### src/hdl/gne_pkg.sv
// Gradient noise evaluator package: beat types and gradient selection.
// Used by the evaluator top level and the testbench; no dependencies.
package gne_pkg;

   typedef struct packed {
      logic              func;
      logic [7:0]        perm_index;
      logic [7:0]        perm_value;
      logic signed [31:0] coord_x;
      logic signed [31:0] coord_y;
      logic signed [31:0] coord_z;
      logic signed [31:0] coord_w;
   } gne_req_type;

   typedef struct packed {
      logic              is_noise;
      logic signed [23:0] noise_value;
   } gne_rsp_type;

   localparam logic       FUNC_LOAD     = 1'b0;
   localparam logic       FUNC_EVAL     = 1'b1;
   localparam logic [2:0] DIM_RESET     = 3'd3;
   localparam int         MAX_DIMS      = 4;
   localparam int         MAX_CORNERS   = 16;
   localparam int         OUT_WIDTH     = 24;

   // gradient component codes, two bits per dimension
   localparam logic [1:0] GP = 2'b01;
   localparam logic [1:0] GM = 2'b11;
   localparam logic [1:0] GZ = 2'b00;

   localparam logic [5:0] GRAD3 [16] = '{
      {GZ, GP, GP}, {GZ, GP, GM}, {GZ, GM, GP}, {GZ, GM, GM},
      {GP, GZ, GP}, {GP, GZ, GM}, {GM, GZ, GP}, {GM, GZ, GM},
      {GP, GP, GZ}, {GP, GM, GZ}, {GM, GP, GZ}, {GM, GM, GZ},
      {GZ, GP, GP}, {GZ, GP, GM}, {GP, GM, GZ}, {GM, GM, GZ}
   };

   function automatic logic [1:0] sgn_code(input logic neg);
      return neg ? GM : GP;
   endfunction

   // nsel is dimension count minus one; result holds {w, z, y, x} codes
   function automatic logic [7:0] grad_code(input logic [1:0] nsel, input logic [7:0] h);
      logic [7:0] g;
      g = '0;
      case (nsel)
         2'd0: begin
            g = {GZ, GZ, GZ, sgn_code(h[0])};
         end
         2'd1: begin
            case (h[1:0])
               2'd0:    g = {GZ, GZ, GZ, GP};
               2'd1:    g = {GZ, GZ, GZ, GM};
               2'd2:    g = {GZ, GZ, GP, GZ};
               default: g = {GZ, GZ, GM, GZ};
            endcase
         end
         2'd2: begin
            g = {GZ, GRAD3[h[3:0]]};
         end
         default: begin
            case (h[4:3])
               2'd0:    g = {GZ, sgn_code(h[2]), sgn_code(h[1]), sgn_code(h[0])};
               2'd1:    g = {sgn_code(h[2]), GZ, sgn_code(h[1]), sgn_code(h[0])};
               2'd2:    g = {sgn_code(h[2]), sgn_code(h[1]), GZ, sgn_code(h[0])};
               default: g = {sgn_code(h[2]), sgn_code(h[1]), sgn_code(h[0]), GZ};
            endcase
         end
      endcase
      return g;
   endfunction

endpackage

### src/hdl/gne_qmul_unit.sv
// Shared fixed-point multiply-accumulate: (a*b rounded half up) + addend.
// Depends on nothing; used by the evaluator sequencer.
module gne_qmul_unit #(
   parameter int W = 22,
   parameter int F = 16
) (
   input  logic signed [W-1:0] opa,
   input  logic signed [W-1:0] opb,
   input  logic signed [W-1:0] addend,
   output logic signed [W-1:0] result
);
   localparam logic signed [2*W-1:0] HALF = (2*W)'(1) <<< (F - 1);

   logic signed [2*W-1:0] prod;
   logic signed [2*W-1:0] shifted;

   assign prod    = (2*W)'(opa) * (2*W)'(opb) + HALF;
   assign shifted = prod >>> F;
   assign result  = signed'(shifted[W-1:0]) + addend;
endmodule

### src/hdl/gne_perm_ram.sv
// Permutation table memory: one write port, one registered read port.
// Depends on nothing; used by the evaluator top level.
module gne_perm_ram #(
   parameter int ENTRIES = 256
) (
   input  logic                       clock,
   input  logic                       wr_en,
   input  logic [$clog2(ENTRIES)-1:0] wr_addr,
   input  logic [7:0]                 wr_data,
   input  logic [$clog2(ENTRIES)-1:0] rd_addr,
   output logic [7:0]                 rd_data
);
   logic [7:0] mem [ENTRIES];
   logic [7:0] rd_data_ff;

   always_ff @(posedge clock) begin
      if (wr_en) begin
         mem[wr_addr] <= wr_data;
      end
      rd_data_ff <= mem[rd_addr];
   end

   assign rd_data = rd_data_ff;
endmodule

### src/hdl/gradient_noise_evaluator.sv
// Gradient noise evaluator top level: sequencer, queue, output register.
// Uses gne_pkg, gne_qmul_unit and gne_perm_ram.
// A load beat is acknowledged from S_ACK; an evaluate beat steps through fade, hash,
// gradient and blend states, paced by the one shared multiplier and table read port.
// No new beat is taken before the last is done; rsp_stall can hold the sequencer too.
// Reset (synchronous): dimension count 3, sequencer idle; table not cleared.
module gradient_noise_evaluator #(
   parameter int PERM_ENTRIES = 256,
   parameter int FRAC_BITS    = 16
) (
   input  logic                 clock,
   input  logic                 reset,
   input  logic                 req_valid,
   output logic                 req_stall,
   input  gne_pkg::gne_req_type req_payload,
   output logic                 rsp_valid,
   input  logic                 rsp_stall,
   output gne_pkg::gne_rsp_type rsp_payload,
   input  logic                 csr_write_enable,
   input  logic [2:0]           csr_write_data
);
   import gne_pkg::*;

   localparam int AW = $clog2(PERM_ENTRIES);
   localparam int F  = FRAC_BITS;
   localparam int W  = F + 6;
   localparam logic signed [W-1:0] FIFTEEN = W'(15) <<< F;
   localparam logic signed [W-1:0] TEN     = W'(10) <<< F;
   localparam logic signed [31:0] SAT_MAX = 32'sd8388607;
   localparam logic signed [31:0] SAT_MIN = -32'sd8388608;

   typedef enum logic [2:0] {
      S_IDLE, S_ACK, S_FADE_INIT, S_FADE, S_HASH_RD, S_HASH_WT, S_GRAD, S_BLEND
   } state_type;

   state_type          state_ff;
   logic [2:0]         dim_ff;
   logic [1:0]         nsel_ff;
   logic [1:0]         d_ff;
   logic [1:0]         step_ff;
   logic [3:0]         c_ff;
   logic [7:0]         h_ff;
   logic [4:0]         qcnt_ff;
   logic [3:0]         pairs_ff;
   logic [3:0]         level_pairs_ff;
   logic [AW-1:0]      lat_ff   [MAX_DIMS];
   logic [F-1:0]       frac_ff  [MAX_DIMS];
   logic signed [W-1:0] u_ff    [MAX_DIMS];
   logic signed [W-1:0] acc_ff;
   logic signed [W-1:0] q_ff    [MAX_CORNERS];
   logic               rsp_valid_ff;
   gne_rsp_type        rsp_payload_ff;

   logic               accept;
   logic               rsp_free;
   logic               rsp_load;
   logic [1:0]         nsel_in;
   logic signed [31:0] coord [MAX_DIMS];
   logic signed [W-1:0] mul_a, mul_b, mul_add, mul_res;
   logic [AW-1:0]      rd_addr;
   logic [7:0]         rd_data;
   logic [7:0]         gcode;
   logic signed [W-1:0] grad_sum;
   logic [3:0]         corner_last;
   logic signed [31:0] final_ext;
   logic signed [23:0] final_sat;

   assign accept   = req_valid && !req_stall;
   assign req_stall = (state_ff != S_IDLE);
   assign rsp_free = !rsp_valid_ff || !rsp_stall;
   assign rsp_load = rsp_free && ((state_ff == S_ACK) ||
                                  (state_ff == S_BLEND && level_pairs_ff == 4'd0));
   assign rsp_valid   = rsp_valid_ff;
   assign rsp_payload = rsp_payload_ff;

   assign coord[0] = req_payload.coord_x;
   assign coord[1] = req_payload.coord_y;
   assign coord[2] = req_payload.coord_z;
   assign coord[3] = req_payload.coord_w;

   always_comb begin
      if (dim_ff == 3'd0) begin
         nsel_in = 2'd0;
      end else if (dim_ff >= 3'd4) begin
         nsel_in = 2'd3;
      end else begin
         nsel_in = 2'(dim_ff - 3'd1);
      end
   end

   always_comb begin
      case (state_ff)
         S_FADE: begin
            mul_a   = acc_ff;
            mul_b   = signed'(W'(frac_ff[d_ff]));
            mul_add = (step_ff == 2'd0) ? TEN : '0;
         end
         default: begin
            mul_a   = u_ff[d_ff];
            mul_b   = q_ff[1] - q_ff[0];
            mul_add = q_ff[0];
         end
      endcase
   end

   gne_qmul_unit #(.W(W), .F(F)) u_qmul (
      .opa    (mul_a),
      .opb    (mul_b),
      .addend (mul_add),
      .result (mul_res)
   );

   assign rd_addr = AW'(h_ff) + lat_ff[d_ff] + AW'(c_ff[d_ff]);

   gne_perm_ram #(.ENTRIES(PERM_ENTRIES)) u_ram (
      .clock   (clock),
      .wr_en   (accept && (req_payload.func == FUNC_LOAD)),
      .wr_addr (AW'(req_payload.perm_index)),
      .wr_data (req_payload.perm_value),
      .rd_addr (rd_addr),
      .rd_data (rd_data)
   );

   assign gcode = grad_code(nsel_ff, h_ff);

   always_comb begin
      grad_sum = '0;
      for (int i = 0; i < MAX_DIMS; i++) begin
         case (gcode[2*i +: 2])
            GP:      grad_sum = grad_sum + W'(signed'({c_ff[i], frac_ff[i]}));
            GM:      grad_sum = grad_sum - W'(signed'({c_ff[i], frac_ff[i]}));
            default: grad_sum = grad_sum;
         endcase
      end
   end

   assign corner_last = 4'((5'd1 << (3'(nsel_ff) + 3'd1)) - 5'd1);

   assign final_ext = 32'(q_ff[0]);
   always_comb begin
      if (final_ext > SAT_MAX) begin
         final_sat = SAT_MAX[23:0];
      end else if (final_ext < SAT_MIN) begin
         final_sat = SAT_MIN[23:0];
      end else begin
         final_sat = final_ext[23:0];
      end
   end

   always_ff @(posedge clock) begin
      if (reset) begin
         state_ff     <= S_IDLE;
         dim_ff       <= DIM_RESET;
         rsp_valid_ff <= 1'b0;
         qcnt_ff      <= '0;
      end else begin
         if (csr_write_enable) begin
            dim_ff <= csr_write_data;
         end
         if (rsp_load) begin
            rsp_valid_ff <= 1'b1;
         end else if (rsp_valid_ff && !rsp_stall) begin
            rsp_valid_ff <= 1'b0;
         end
         case (state_ff)
            S_IDLE: begin
               if (accept) begin
                  if (req_payload.func == FUNC_LOAD) begin
                     state_ff <= S_ACK;
                  end else begin
                     for (int i = 0; i < MAX_DIMS; i++) begin
                        lat_ff[i]  <= AW'(64'(coord[i]) >> F);
                        frac_ff[i] <= coord[i][F-1:0];
                     end
                     nsel_ff  <= nsel_in;
                     d_ff     <= '0;
                     state_ff <= S_FADE_INIT;
                  end
               end
            end
            S_ACK: begin
               if (rsp_free) begin
                  rsp_payload_ff.is_noise     <= 1'b0;
                  rsp_payload_ff.noise_value  <= '0;
                  state_ff                    <= S_IDLE;
               end
            end
            S_FADE_INIT: begin
               acc_ff   <= (W'(frac_ff[d_ff]) << 2) + (W'(frac_ff[d_ff]) << 1) - FIFTEEN;
               step_ff  <= '0;
               state_ff <= S_FADE;
            end
            S_FADE: begin
               acc_ff <= mul_res;
               if (step_ff == 2'd3) begin
                  u_ff[d_ff] <= mul_res;
                  if (d_ff == nsel_ff) begin
                     d_ff     <= '0;
                     c_ff     <= '0;
                     h_ff     <= '0;
                     qcnt_ff  <= '0;
                     state_ff <= S_HASH_RD;
                  end else begin
                     d_ff     <= d_ff + 2'd1;
                     state_ff <= S_FADE_INIT;
                  end
               end else begin
                  step_ff <= step_ff + 2'd1;
               end
            end
            S_HASH_RD: begin
               state_ff <= S_HASH_WT;
            end
            S_HASH_WT: begin
               h_ff <= rd_data;
               if (d_ff == nsel_ff) begin
                  state_ff <= S_GRAD;
               end else begin
                  d_ff     <= d_ff + 2'd1;
                  state_ff <= S_HASH_RD;
               end
            end
            S_GRAD: begin
               q_ff[qcnt_ff[3:0]] <= grad_sum;
               qcnt_ff            <= qcnt_ff + 5'd1;
               d_ff               <= '0;
               h_ff               <= '0;
               if (c_ff == corner_last) begin
                  pairs_ff       <= 4'(5'd1 << nsel_ff);
                  level_pairs_ff <= 4'(5'd1 << nsel_ff);
                  state_ff       <= S_BLEND;
               end else begin
                  c_ff     <= c_ff + 4'd1;
                  state_ff <= S_HASH_RD;
               end
            end
            S_BLEND: begin
               if (level_pairs_ff == 4'd0) begin
                  if (rsp_free) begin
                     rsp_payload_ff.is_noise    <= 1'b1;
                     rsp_payload_ff.noise_value <= final_sat;
                     state_ff                   <= S_IDLE;
                  end
               end else begin
                  for (int i = 0; i < MAX_CORNERS - 2; i++) begin
                     if (5'(i) != qcnt_ff - 5'd2) begin
                        q_ff[i] <= q_ff[i+2];
                     end
                  end
                  q_ff[4'(qcnt_ff - 5'd2)] <= mul_res;
                  qcnt_ff <= qcnt_ff - 5'd1;
                  if (pairs_ff == 4'd1) begin
                     level_pairs_ff <= level_pairs_ff >> 1;
                     pairs_ff       <= level_pairs_ff >> 1;
                     d_ff           <= d_ff + 2'd1;
                  end else begin
                     pairs_ff <= pairs_ff - 4'd1;
                  end
               end
            end
            default: begin
               state_ff <= S_IDLE;
            end
         endcase
      end
   end

`ifndef SYNTHESIS
   a_qcnt_bound: assert property (@(posedge clock) disable iff (reset)
      qcnt_ff <= 5'(MAX_CORNERS))
      else $error("queue count overflow");
   a_blend_pair: assert property (@(posedge clock) disable iff (reset)
      (state_ff == S_BLEND && level_pairs_ff != 4'd0) |-> qcnt_ff >= 5'd2)
      else $error("blend with fewer than two queued values");
   a_ack_zero: assert property (@(posedge clock) disable iff (reset)
      (rsp_valid && !rsp_payload.is_noise) |-> rsp_payload.noise_value == '0)
      else $error("load acknowledge carries nonzero value");
   a_load_ack: assert property (@(posedge clock) disable iff (reset)
      (accept && req_payload.func == FUNC_LOAD) |=> state_ff == S_ACK)
      else $error("load beat not acknowledged");
   a_done_single: assert property (@(posedge clock) disable iff (reset)
      (state_ff == S_BLEND && level_pairs_ff == 4'd0) |-> qcnt_ff == 5'd1)
      else $error("blend finished with wrong queue depth");
`endif
endmodule

### config.mk
export PLATFORM = sky130hd
export DESIGN_NAME = gradient_noise_evaluator
export DESIGN_NICKNAME = d
export VERILOG_FILES = /design/src/hdl/gne_pkg.sv /design/src/hdl/gne_qmul_unit.sv /design/src/hdl/gne_perm_ram.sv /design/src/hdl/gradient_noise_evaluator.sv
export SDC_FILE = /design/constraint.sdc
export NUM_CORES = 2
export LEC_CHECK = 0
export ABC_AREA = 1
export BUFFER_PORTS_ARGS = -buffer_cell sky130_fd_sc_hd__buf_4
export CAP_MARGIN = 25
export CORE_UTILIZATION = 45
export CTS_BUF_LIST = sky130_fd_sc_hd__clkbuf_16
export DETAILED_ROUTE_END_ITERATION = 7
export PLACE_DENSITY_LB_ADDON = 0.12
export SLEW_MARGIN = 20
export SYNTH_ARGS = -nofsm -noshare
export SYNTH_HDL_FRONTEND = slang
export SYNTH_SLANG_ARGS = --single-unit
### constraint.sdc
create_clock -name clock -period 8.9 [get_ports clock]
set_input_delay 0.445 -clock clock [delete_from_list [all_inputs] [get_ports clock]]
set_output_delay 0.445 -clock clock [all_outputs]
set_load 0.02 [all_outputs]
After elaboration in Yosys (flattened, before gate mapping)
Memories as Yosys holds them, arrays and structs flattened. A register that Yosys moved wholly into a read port is not among the register bits.
Cells that the tools add are included.

word-level totals
  ROM bits = 96
  output and inout port bits = 27
  memories = 6
  RAM bits = 2,584
  register bits after elaboration = 85
  word-level logic and storage cells = 304
  input port bits = 153

operators by class
  mux-type cells = 159
  shift-type cells = 2
  equal/unequal tests = 51
  $add $sub $neg = 24
  $mul = 1
  order comparisons = 5
  bitwise gates (word level) = 3
  reduce and logical (&&, ||, !) cells = 39

memories
  memory            depth  width  rd ports  clocked after Yosys merged registers in  write ports  RTL line                        RTL
  u_ram.mem         256    8      1         1                                        1            gne_perm_ram.sv:13              logic [7:0] mem [ENTRIES];
  q_ff              16     22     16        0                                        15           gradient_noise_evaluator.sv:50  logic signed [W-1:0] q_ff [MAX_CORNERS];
  (name not given)  16     6      1         0                                        0            gne_pkg.sv:60                   g = {GZ, GRAD3[h[3:0]]};
  u_ff              4      22     1         1                                        1            gradient_noise_evaluator.sv:48  logic signed [W-1:0] u_ff [MAX_DIMS];
  frac_ff           4      16     5         1                                        4            gradient_noise_evaluator.sv:47  logic [F-1:0] frac_ff [MAX_DIMS];
  lat_ff            4      8      1         1                                        4            gradient_noise_evaluator.sv:46  logic [AW-1:0] lat_ff [MAX_DIMS];

operators by type and width
  operator                number
  $pmux 22 s2             5
  $mux 1                  92
  $mux 22                 4
  $mux 25                 3
  $pmux 8 s3              3
  $add 22x17->22          3
  $sub 22x17->22          3
  $pmux 25 s2             1
  $mux 24                 2
  $add 38x17->38 const B  1
  $mul 22x22->38          1
  $mux 2                  18
  $mux 4                  9
  $ne 4x5->1 const A      6
  $gt 22x24->1 const B    1
  $lt 22x24->1 const B    1
  $pmux 3 s8              1
  $pmux 4 s2              3
  $add 22x22->22          1
  $ne 2x2->1 const B      11
  $reduce_or 22->1        1
  $sub 22x22->22          1
  $sub 19x20->21 const B  1
  $mux 20                 1
  other kinds (54)        111

Logic depth before layout (Yosys ltp)
  depth after elaboration = 14
  mapped depth = 61
  depth with buffers taken out = 60

By module
From an unflattened synthesis, not the netlist that was laid out.

unflattened totals
  cell total of the unflattened synthesis = 13,335
  area total of the unflattened synthesis = 136,156.8 um^2

by module, submodules not included
  module                    area an instance (um^2)  times used  cells each  seq. area each (um^2)
  gne_perm_ram              83,396.2                 1           7,003       61,659.1
  gradient_noise_evaluator  34,753.3                 1           3,955       18,517.8
  gne_qmul_unit             18,007.3                 1           2,377       0.0

Worst setup path after synthesis
Ideal clock, no wire load.

  kind = register to register
  start point = reg with a tool-made name
  end point = mem q_ff[3][18], data pin
  library setup time = 0.254 ns
  stages on the path, launching flop included = 48
  data arrival time = 9.251 ns
  setup slack = -0.605 ns
  period minus slack after synthesis = 9.505 ns
  data required time = 8.646 ns
  path buffers = 7
  cell sequence = dfxtp_1 -> buf_4 -> clkbuf_1 -> clkbuf_1 -> clkbuf_1 -> a21oi_1 -> o21ai_0 -> nand2_1 -> o21ai_0 -> clkbuf_1 -> nand2_1 -> fa_1 -> fa_1 -> fa_1 -> inv_1 -> fa_1 -> inv_1 -> fa_1 -> (+12 left out) -> xnor2_1 -> ha_1 -> a21oi_1 -> o21ai_1 -> a21oi_1 -> inv_2 -> a21oi_1 -> inv_2 -> a21oi_1 -> o21ai_1 -> nand2_1 -> nand2_1 -> xor2_1 -> or2_1 -> clkbuf_1 -> buf_6 -> nand3_1 -> nand2_1

RTL lines
  what       RTL line
  to (decl)  gradient_noise_evaluator.sv:50

==> flow_metrics.env <==
export IMPL_outcome="finished with violations"
export IMPL_violations="DRC, setup timing"
export IMPL_r2r_start="q_ff[1][0]"
export IMPL_h_tree_depth=5
export IMPL_avgSynthCellArea_um2=10.92
export IMPL_antenna_found_initial=16
export IMPL_ys_ff_latch=2677
export IMPL_die_h_um=545.5
export IMPL_die_area_um2=297600
export IMPL_final_core_util=0.5340
export IMPL_coreArea_um2=293800
export IMPL_synth_edf_count=2656
export IMPL_clock_path_buffers=4
export IMPL_grt_max_degree=202
export IMPL_crit_arrival_ns=10.63
export IMPL_fin_crit_sh=1.125
export IMPL_setup_viol=378
export IMPL_io_buffers=147
export IMPL_start_kind="register"
export IMPL_synth_top_area_frac=0.5999
export IMPL_synth_cell_type_count=69
export IMPL_crit_family="adder cells"
export IMPL_cts_tree="built"
export IMPL_drtIter0Drc=10101
export IMPL_grt_pass1_wl_um=613600
export IMPL_wirelength_um=417700
export IMPL_cp_max_fo=8
export IMPL_netlist_instances=12178
export IMPL_grt_pass1_vias=93468
export IMPL_yosys_most_used_dff="edfxtp_1"
export IMPL_wl_per_cell_um=24.48
export IMPL_reg2regPathDepth=58
export IMPL_num_vias=96049
export IMPL_initial_core_util=0.4525
export IMPL_synth_compound_area_share=0.09673
export IMPL_path_depth=58
export IMPL_overflow=0
export IMPL_clockRootBuffer="clkbuf_16"
export IMPL_final_cell_mix="edfxtp_1, nor2_1, nand2_1, inv_1, buf_4"
export IMPL_viasPerCell=5.629
export IMPL_synth_fa_ha_area_frac=0.09408
export IMPL_drc=52
export IMPL_drive_gt1_frac=0.1504
export IMPL_clk_pin_slew_ns=0.06
export IMPL_min_period_ns=10.01
export IMPL_dp_hpwl_um=275400
export IMPL_clk_latency_ns=0.95
export IMPL_synth_simple_area_share=0.1471
export IMPL_finalHoldViolCount=0
export IMPL_muxShareOfSynthArea=0.0001788
export IMPL_worstSetupEndpointType="register"
export IMPL_criticalPathCategory="reg2reg"
export IMPL_slew_violations=0
export IMPL_numCtsBuffers=294
export IMPL_max_freq_mhz=99.87
export IMPL_ff2ff_setup_slack_ns=-1.11
export IMPL_worstSetupStartpoint="q_ff[1][0]"
export IMPL_final_common_cell="edfxtp_1"
export IMPL_layout_setup_ws_ns=-1.113
export IMPL_rows=199
export IMPL_critPathCapture="q_ff[13][19]"
export IMPL_clock_skew_ns=0.07627
export IMPL_fin_nets=13788
export IMPL_path_buf_inv=18
export IMPL_area_growth_pct=18.03
export IMPL_required_ns=9.51
export IMPL_first_pass_iters=8
export IMPL_maxSlewHeadroom=0.1520
export IMPL_grt_usage=0.2750
export IMPL_die_w_um=545.5
export IMPL_r2r_end="q_ff[13][19]"
export IMPL_slowest_stage="fa_2"
export IMPL_ios=180
export IMPL_rsz0062_at_grt="true"
export IMPL_slowest_delay_ns=0.58
export IMPL_numClockSinks=2677
export IMPL_synth_xor_area_frac=0.01085
export IMPL_crit_top_cell="inv_2"
export IMPL_ant_nets=0
export IMPL_synth_top_family_by_area="simple AND/OR/NAND/NOR gates"
export IMPL_cap_violations=0
export IMPL_min_delay_path_class="in2reg"
export IMPL_syn_area_um2=132900
export IMPL_ys_seq_area_frac=0.6031
export IMPL_gp_congestion=0.9420
export IMPL_tightest_slew_ns=1.269
export IMPL_yosysTopAreaCell="edfxtp_1"
export IMPL_yosysWarnings=0
export IMPL_synth_area_top_cells="edfxtp_1, fa_1, nor2_1"
export IMPL_syn_num_nets=13060
export IMPL_synth_async_reset_ratio=0
[cell families (layout without fill, tap and decap cells)]
kind of cell	after synthesis	after routing
buffers and inverters	1630	2584
flip-flops	2677	2677
multiplexers	2	2
AND/OR/NAND/NOR	4949	4950
XOR/XNOR	163	163
other	0	10
adder cells (fa/ha/maj)	729	729
AO/OA/AOI/OAI	2028	2028
[final cells by class]
cell class	instances	area, um2
Tap cell	3919	4903
Antenna cell	10	25.02
Fill cell	25515	136900
Sequential cell	2677	80180
Clock buffer	299	7482
Multi-Input combinational cell	7872	49040
Timing Repair Buffer	1128	10080
Inverter	933	3566
Clock inverter	224	1627
[through the flow]
step	cell area [um2]	hold WS, ns	worst slack [ns]	TNS, ns	cells
global placement	143500	0.4576	-1.523	-399.01	16340
floorplan	133200	0.4393	-0.1722	-4.348	12178
global route	156900	0.08877	-1.548	-396.97	17054
finish	156900	0.06521	-1.113	-238.91	17062
detailed placement	143600	0.4822	-1.589	-417.64	16349
CTS	155300	0.04251	-1.010	-233.03	17028
[synth_stat cells (16+ instances only)]
cell      count
buf_1        52
xnor2_1      54
edfxtp_1   2656
inv_1       892
nor3_1       38
clkbuf_1    502
o32ai_1     513
a31oi_1     162
nor2_1     2278
inv_2        27
nand4_1      26
fa_1        451
or2_2        20
xor2_1      108
o21ai_2      20
nand3_1     388
ha_1        278
o21bai_1     16
o211ai_1     17
o21ai_1      85
o22ai_1      21
buf_4        16
buf_2       122
a21oi_1     258
nand2_1    2120
dfxtp_1      21
a32oi_1      33
o21ai_0     829
[timing repair]
item                                    in CTS  in global routing
pin swaps                                   86                101
hold endpoints to repair                   215                  0
gates resized for setup                    241                278
hold buffers                               109                  0
buffers inserted                            46                 24
cloned                                       4                  4
endpoints found under the setup margin     431                432
[flip-flops by register name, summed over array words and instances (netlist names), 4 cells and up, named ones only]
register	cells
lat_ff	32
h_ff	8
c_ff	4
u_ff	88
level_pairs_ff	4
u_ram.mem	2048
pairs_ff	4
qcnt_ff	4
u_ram.rd_data	8
acc_ff	22
rsp_payload	24
q_ff	352
frac_ff	64
[metal layers]
layer,routed length (um),global-route usage,up-vias
met5,35,0,-
met4,15210,0.09274,6
met3,30520,0.03847,653
met2,185200,0.4170,3659
met1,186700,0.4063,47986
li1,-,-,43745
[worst min-delay path by stage]
| stage | from | end | slack, ns | depth (start not counted) |
|---|---|---|---|---|
| finish | req_payload[135] | u_ram.mem[231][7] | 0.07 | 1 |
| CTS | req_valid | state_ff[0] | 0.04 | 3 |
| floorplan | dim_ff[1] | dim_ff[1] | 0.44 | 2 |
| global route | req_payload[133] | u_ram.mem[236][5] | 0.09 | 1 |
| global placement | dim_ff[1] | dim_ff[1] | 0.46 | 2 |
| detailed placement | dim_ff[0] | dim_ff[0] | 0.48 | 2 |
Power is not shown: default switching activity piles up to over one toggle a cycle in this logic, so the estimate is an artifact.
